[src/design/flag_byte_framer_xor_checksum_top_macros.svh]
// Assertion macros for the flag byte framer.
`ifndef FLAG_BYTE_FRAMER_XOR_CHECKSUM_TOP_MACROS_SVH
`define FLAG_BYTE_FRAMER_XOR_CHECKSUM_TOP_MACROS_SVH

// Property checked on every clock outside reset.
`define FBF_ASSERT_ALWAYS(lbl, prop, msg) \
  lbl: assert property (@(posedge clk) disable iff (!rst_n) (prop)) else $error(msg);

// Antecedent on one clock, consequent on the next.
`define FBF_ASSERT_NEXT(lbl, ante, cons, msg) \
  lbl: assert property (@(posedge clk) disable iff (!rst_n) (ante) |=> (cons)) else $error(msg);

`endif

[src/design/fbf_pkg.sv]
// Constants and types shared by the flag byte framer.
`default_nettype none
package fbf_pkg;

  localparam logic [7:0] FLAG_BYTE    = 8'h7e;
  localparam logic [7:0] ESC_BYTE     = 8'h7d;
  localparam logic [7:0] ESC_FOR_FLAG = 8'h02;
  localparam logic [7:0] ESC_FOR_ESC  = 8'h01;

  localparam int MAX_BEATS = 6;
  localparam int CNT_W     = 3;

  typedef logic [CNT_W-1:0] cnt_t;

  typedef struct packed {
    logic       two;
    logic [7:0] b0;
    logic [7:0] b1;
  } stuffed_t;

  function automatic stuffed_t stuff(input logic [7:0] b);
    stuffed_t s;
    s.two = 1'b0;
    s.b0  = b;
    s.b1  = b;
    if (b == FLAG_BYTE) begin
      s.two = 1'b1;
      s.b0  = ESC_BYTE;
      s.b1  = ESC_FOR_FLAG;
    end else if (b == ESC_BYTE) begin
      s.two = 1'b1;
      s.b0  = ESC_BYTE;
      s.b1  = ESC_FOR_ESC;
    end
    return s;
  endfunction

endpackage
`default_nettype wire

[src/design/flag_byte_framer_xor_checksum_top.sv]
// Top level of the flag byte framer with stuffing and XOR checksum.
//
//  channel | signals                         | payload
//  --------+---------------------------------+-------------------------------------
//  in      | in_tvalid in_tready in_tlast    | tdata: data_byte; tlast: end_of_message
//  out     | out_tvalid out_tready out_tlast | tdata: line_byte; tlast: run_last;
//          | out_tuser                       | tuser: frame_done
//
// An input byte is held in an input register, then expanded in one pass into a beat
// buffer of 1 to 6 line bytes that drains one beat per cycle while out_tready is high.
// The input register can take the next byte while the buffer drains; the beat
// buffer drain sets the input rate.
// rst_n is synchronous and clears the frame state, checksum and valid flags.
// A stall on out_tready holds the current beat; the input register fills and
// in_tready drops until the buffer drains.
`default_nettype none
`include "flag_byte_framer_xor_checksum_top_macros.svh"
module flag_byte_framer_xor_checksum_top (
  input  wire logic       clk,
  input  wire logic       rst_n,
  input  wire logic       in_tvalid,
  output logic            in_tready,
  input  wire logic [7:0] in_tdata,   // [7:0] data_byte
  input  wire logic       in_tlast,
  output logic            out_tvalid,
  input  wire logic       out_tready,
  output logic [7:0]      out_tdata,  // [7:0] line_byte
  output logic            out_tlast,
  output logic [0:0]      out_tuser   // [0] frame_done
);
  import fbf_pkg::*;

  logic       in_v_r, in_eom_r;
  logic [7:0] in_byte_r;
  logic       inside_r;
  logic [7:0] xor_r;
  logic       buf_v_r, buf_eom_r;
  logic [7:0] buf_r [MAX_BEATS];
  cnt_t       cnt_r, idx_r;

  logic       buf_last, beat_take, load, in_take;
  logic [7:0] base, csum;
  stuffed_t   ds, cs;
  cnt_t       p0, p1, n_nxt;
  logic [7:0] seq [MAX_BEATS];

  assign buf_last  = (idx_r == cnt_r - cnt_t'(1));
  assign beat_take = buf_v_r && out_tready;
  assign load      = in_v_r && (!buf_v_r || (beat_take && buf_last));
  assign in_tready = !in_v_r || load;
  assign in_take   = in_tvalid && in_tready;

  assign base = inside_r ? xor_r : 8'h00;
  assign csum = base ^ in_byte_r;
  assign ds   = stuff(in_byte_r);
  assign cs   = stuff(csum);
  assign p0   = inside_r ? cnt_t'(0) : cnt_t'(1);
  assign p1   = p0 + (ds.two ? cnt_t'(2) : cnt_t'(1));
  assign n_nxt = in_eom_r ? (p1 + (cs.two ? cnt_t'(3) : cnt_t'(2))) : p1;

  always_comb begin
    for (int k = 0; k < MAX_BEATS; k++) begin
      if (!inside_r && k == 0) begin
        seq[k] = FLAG_BYTE;
      end else if (cnt_t'(k) == p0) begin
        seq[k] = ds.b0;
      end else if (ds.two && cnt_t'(k) == p0 + cnt_t'(1)) begin
        seq[k] = ds.b1;
      end else if (cnt_t'(k) == p1) begin
        seq[k] = cs.b0;
      end else if (cs.two && cnt_t'(k) == p1 + cnt_t'(1)) begin
        seq[k] = cs.b1;
      end else begin
        seq[k] = FLAG_BYTE;
      end
    end
  end

  always_ff @(posedge clk) begin
    if (!rst_n) begin
      in_v_r   <= 1'b0;
      buf_v_r  <= 1'b0;
      inside_r <= 1'b0;
      xor_r    <= 8'h00;
      idx_r    <= '0;
      cnt_r    <= '0;
    end else begin
      if (in_take) begin
        in_v_r    <= 1'b1;
        in_byte_r <= in_tdata;
        in_eom_r  <= in_tlast;
      end else if (load) begin
        in_v_r <= 1'b0;
      end
      if (load) begin
        buf_v_r   <= 1'b1;
        buf_eom_r <= in_eom_r;
        cnt_r     <= n_nxt;
        idx_r     <= '0;
        buf_r     <= seq;
        inside_r  <= !in_eom_r;
        xor_r     <= in_eom_r ? 8'h00 : csum;
      end else if (beat_take) begin
        if (buf_last) begin
          buf_v_r <= 1'b0;
        end else begin
          idx_r <= idx_r + cnt_t'(1);
        end
      end
    end
  end

  assign out_tvalid   = buf_v_r;
  assign out_tdata    = buf_r[idx_r];
  assign out_tlast    = buf_last;
  assign out_tuser[0] = buf_last && buf_eom_r;

  `FBF_ASSERT_ALWAYS(a_done_is_last, !(out_tvalid && out_tuser[0]) || out_tlast, "frame_done off last beat")
  `FBF_ASSERT_ALWAYS(a_idx_in_range, !buf_v_r || (idx_r < cnt_r), "beat index past count")
  `FBF_ASSERT_NEXT(a_drain_empty, beat_take && buf_last && !load, !out_tvalid, "buffer not empty after last beat")
  `FBF_ASSERT_NEXT(a_open_flag, load && !inside_r, out_tdata == FLAG_BYTE && idx_r == '0, "frame did not open with flag")

endmodule
`default_nettype wire
[config.mk]
export PLATFORM = sky130hd
export DESIGN_NAME = flag_byte_framer_xor_checksum_top
export DESIGN_NICKNAME = d
export VERILOG_FILES = /design/src/design/fbf_pkg.sv /design/src/design/flag_byte_framer_xor_checksum_top.sv
export VERILOG_INCLUDE_DIRS = /design/src /design/src/design
export SDC_FILE = /design/constraint.sdc
export NUM_CORES = 1
export LEC_CHECK = 0
export CAP_MARGIN = 40
export CORE_MARGIN = 2
export CORE_UTILIZATION = 50
export DETAILED_ROUTE_END_ITERATION = 10
export DONT_BUFFER_PORTS = 1
export GPL_TIMING_DRIVEN = 0
export PLACE_DENSITY_LB_ADDON = 0.1
export SKIP_CTS_REPAIR_TIMING = 1
export SYNTH_ARGS = -nofsm -noshare
export SYNTH_HDL_FRONTEND = slang
export SYNTH_SLANG_ARGS = --single-unit
export TNS_END_PERCENT = 1
[constraint.sdc]
create_clock -name clk -period 3.3 [get_ports clk]
set_clock_uncertainty 0.15 [all_clocks]
set_input_delay 0.165 -clock clk [delete_from_list [all_inputs] [get_ports clk]]
set_output_delay 0.165 -clock clk [all_outputs]
set_load 0.05 [all_outputs]
Word level (Yosys, flattened, before mapping)
Index checks and enable logic that the tools add are counted.
- $add $sub $neg: 6
- magnitude comparators: 1
- equal/unequal tests: 25
- muxes and demuxes: 42
- bitwise logic cells: 4
- reductions and logical operators: 34
- operators with widths (cell ; count):
    two-way mux 8 bit ; 28
    two-way mux 17 bit ; 4
    == test 8 x 7 -> 1 bit, second input constant ; 4
    binary-select mux 8 bit (select 3 bit) ; 1
    == test 2 x 3 -> 1 bit, first input constant ; 6
    logical AND 1 bit ; 17
    == test 3 bit, first input constant ; 5
    logical NOT 3 bit ; 4
    == test 1 x 3 -> 1 bit, first input constant ; 3
    AND reduction 2 bit ; 4
    XOR 8 bit ; 1
    two-way mux 1 bit ; 7
    adder 3 x 1 -> 3 bit, second input constant ; 2
    == test 3 x 1 -> 1 bit, first input constant ; 2
    nonzero test 2 bit ; 3
    == test 2 x 1 -> 1 bit, first input constant ; 2
    >= comparator 4 bit, second input constant ; 1
    NOT 3 -> 4 bit ; 1
    adder 1 x 2 -> 3 bit ; 1
    adder 3 x 2 -> 3 bit ; 1
    == test 3 x 2 -> 1 bit, first input constant ; 1
    == test 3 bit ; 1
    logical NOT 1 bit ; 3
    two-way mux 3 bit ; 1
    other kinds (7) ; 9
- flip-flop bits (word level): 75
- input port bits: 13
- output and inout port bits: 12

Depth between registers and ports, before layout
- word-level depth: 12
- depth in mapped cells: 12
- mapped depth without buffers: 11

Least setup slack after synthesis
OpenSTA, ideal clock, no wires.
- path type: reg2reg
- from: register cnt_r[0]
- to: register buf_eom_r (enable)
- setup time: 0.412 ns
- arrival: 2.783 ns
- required time: 2.738 ns
- path slack: -0.045 ns
- stages on the path, launching flop included: 8
- path buffers: 1
- clock period less this slack: 3.345 ns
- cell sequence: dfxtp_1 -> inv_1 -> ha_1 -> xor2_1 -> nand3_1 -> o22ai_2 -> buf_2 -> and2_1
- word-level cells in the longest chain between the ends: 6
- RTL lines (item ; line ; RTL):
    start, declared ; flag_byte_framer_xor_checksum_top.sv:39 ; cnt_t cnt_r, idx_r;
    start signal, assigned ; flag_byte_framer_xor_checksum_top.sv:98 ; cnt_r <= n_nxt;
    subtractor 3 x 1 -> 3 bit ; flag_byte_framer_xor_checksum_top.sv:47 ; assign buf_last = (idx_r == cnt_r - cnt_t'(1));
    == test 3 bit ; flag_byte_framer_xor_checksum_top.sv:47 ;
    logical AND 1 bit ; flag_byte_framer_xor_checksum_top.sv:49 ; assign load = in_v_r && (!buf_v_r || (beat_take && buf_last));
    logical OR 1 bit ; flag_byte_framer_xor_checksum_top.sv:49 ;
    logical AND 1 bit ; flag_byte_framer_xor_checksum_top.sv:49 ;
    AND reduction 2 bit (no line) ; n/a ;
    end signal, assigned ; flag_byte_framer_xor_checksum_top.sv:97 ; buf_eom_r <= in_eom_r;
    end, declared ; flag_byte_framer_xor_checksum_top.sv:37 ; logic buf_v_r, buf_eom_r;
No other way between the ends.
A chain may end at the register's enable or synchronous reset.

==> flow_summary.ini <==
[cells_and_area]
layout-drive-gt1-share_pct = 15.2
final_nets = 439
diodes = 0
multi_input_area_sq_um = 1930
area_delta_synth_final_pct = 14.6
regArea_sq_um = 2080
fill_cells = 712
design_area_sq_um = 4810

[clock_network]
cts.sinks = 75
cts_made_buffers = 9
insertion_delay_ns = 0.36
h-tree-depth = 3
cts_tree = yes
cts_root_buf = clkbuf_8
clk_pin_slew_worst_paths_ns = 0.08
cts_buffer_depth = 2

[drt]
drtPass1Iterations = 7
ant_nets = 0
vias_per_cell = 5.89
routedWlPerCell_um = 18.1
drt-initial-drc-count = 246
wl_um = 9510
vias = 3091
drc_errors = 0

[yosys]
ys_ff_latch = 75
synthTopCellsByArea = edfxtp_1 (41%), dfxtp_1 (8.1%), mux2i_1 (4.5%), mux4_2 (4.3%), ha_1 (3.3%)
synthFlopType = edfxtp_1
ys_warn_count = 0
synth_commonest_cells = edfxtp_1 (58), nand2_1 (27), nor2_1 (24), inv_1 (21), a21oi_1 (20)
synth_top_cell_by_area = edfxtp_1
netlist_area_sq_um = 4200
synth.most_common_cell = edfxtp_1
synth_nets = 402
ys_types = 58
ys_seq_area_share_pct = 49.6
synth_edf_count = 58
async_flop_share_pct = 0
synth.avg_cell_area_sq_um = 11.1
synth_top_area_share_pct = 41.5
synthCells = 378

[timing]
timing.final.crit_share_pct = 93.0
slew_headroom_pct = 53.8
maxSlewViolCount = 0
holdWs_ns = 0.0563
setup_viol_count_final = 0
rsz0062_at_grt = false
worstMarginPinSlew_ns = 0.689
final.setup.worst_slack_ns = 0.230
fin_crit_ns = 3.07
fmax_mhz = 326
hold_viol = 0

[floorplan]
initial_core_util_pct = 51.4
core-area_sq_um = 8180
die_y_um = 95.7
rows = 33
dieWidth_um = 95.7
ios = 25
die-area_sq_um = 9150

[power_and_ir_drop]
power.total_mw = 2.11
vdd_drop_max_mv = 0.239
power.density_nw_per_um2 = 438
p_leak_nw = 1.70

[critical_path]
crit_path_end_kind = flop
worstPathArrival_ns = 3.04
start_kind = flop
crit_type = flop to flop
worstPathRequired_ns = 3.27
path_max_fanout = 10

[placement]
port_buffers = 0
place_area_sq_um = 4420
pre_cts_ws_ns = -0.129
hpwl_um = 6980
gp_congestion = 0.943

[flow_run]
drv_cap = 0

[global_route]
antenna_found_initial = 0
grt_max_degree = 41
track_usage_pct = 23.0
grt_pass1_vias = 2984
grt_pass1_wl_um = 15700
gr-total-overflow = 0

[min_path]
holdCritPathClass = input pin to flop

[status]
status = finished, final reports clean
-- routing by layer --
layer	vias up	routed length, um	global-route usage [%]	part of all wire (%)
met3	14	489	3.48	5.1
met4	0	164	8.10	1.7
li1	1475	-	-	-
met1	1504	4390	32.5	46
met5	-	0	0	0
met2	98	4470	36.2	47
-- state kept, by name (all words and copies together), names as in the netlist --
| register | count |
|---|---|
| buf_eom_r | 1 |
| cnt_r | 3 |
| out_tvalid | 1 |
| buf_r | 48 |
| in_byte_r | 8 |
| inside_r | 1 |
| in_eom_r | 1 |
| idx_r | 3 |
| xor_r | 8 |
| in_v_r | 1 |
-- report_power, final --
| part | total [mW] | internal, mW | switching (mW) |
|---|---|---|---|
| logic | 0.246 | 0.0994 | 0.147 |
| clock network | 0.794 | 0.431 | 0.363 |
| registers | 1.07 | 1.05 | 0.0208 |
-- final timing paths --
kind	from	endpoint	slack, ns	cells past startpoint
worst max-delay path	in_byte_r[1]$_DFFE_PP_	buf_r[36]$_DFFE_PP_	0.23	10
worst min-delay path	out_tready	idx_r[0]$_SDFFE_PP0P_	0.06	3
worst max register to register	in_byte_r[1]$_DFFE_PP_	buf_r[36]$_DFFE_PP_	0.23	10
worst min register to register	cnt_r[1]$_SDFFE_PN0P_	cnt_r[1]$_SDFFE_PN0P_	0.38	2
-- metrics by stage --
step	util, %	TNS [ns]	std cells
final	58.9	0	525
after global routing	58.9	0	525
after CTS	56.8	-0.224	510
after detailed placement	54.1	-0.181	494
after global placement	53.0	-6.70	483
after floorplan	-	0	378
-- placed cells by master (no fill, tap or decap), types with 4 or more instances in the layout --
cell type and count:
and2_1 4, dlygate4sd3_1 13, nand3_1 7, a22o_1 7, xnor2_1 9, xor2_1 12, edfxtp_1 58, mux2i_1 19
o21ai_0 16, nor2_1 24, o22ai_1 10, a21oi_1 20, mux4_2 8, o221ai_1 6, buf_2 9, nand2b_1 11
clkbuf_1 11, nor2b_1 11, dfxtp_1 17, buf_4 11, nor3_1 4, inv_1 21, clkbuf_8 9, ha_1 10
nand2_1 27
-- worst max-delay path, cell delays in order (launching register included) --
cell      delay, ns
edfxtp_1       0.35
buf_2          0.19
xnor2_1        0.37
nor3_2         0.09
clkbuf_4       0.19
inv_1          0.12
ha_1           0.35
nor2b_2        0.26
nor2b_2        0.22
nand4b_1       0.26
a22o_1         0.30
-- layout make-up --
cell class                      count  area share [%]
Sequential cell                    75            43.3
Multi-Input combinational cell    258            40.2
Timing Repair Buffer               26            4.94
Tap cell                          105            2.73
Buffer                             24            2.63
Clock buffer                        9            2.57
Clock inverter                      7            2.05
Inverter                           21            1.64
-- cells by family after synthesis --
group | Yosys count | synth area share [%]
xor gates and xnor gates | 22 | 4.92
AOI/OAI and AO/OA | 84 | 13.8
DFF | 75 | 49.6
and+or+nand+nor | 114 | 14.7
muxes | 27 | 8.82
buffers and inverters | 45 | 4.89
adders and majority gates | 11 | 3.28
No activity file was read; power rests on OpenSTA's default activity.
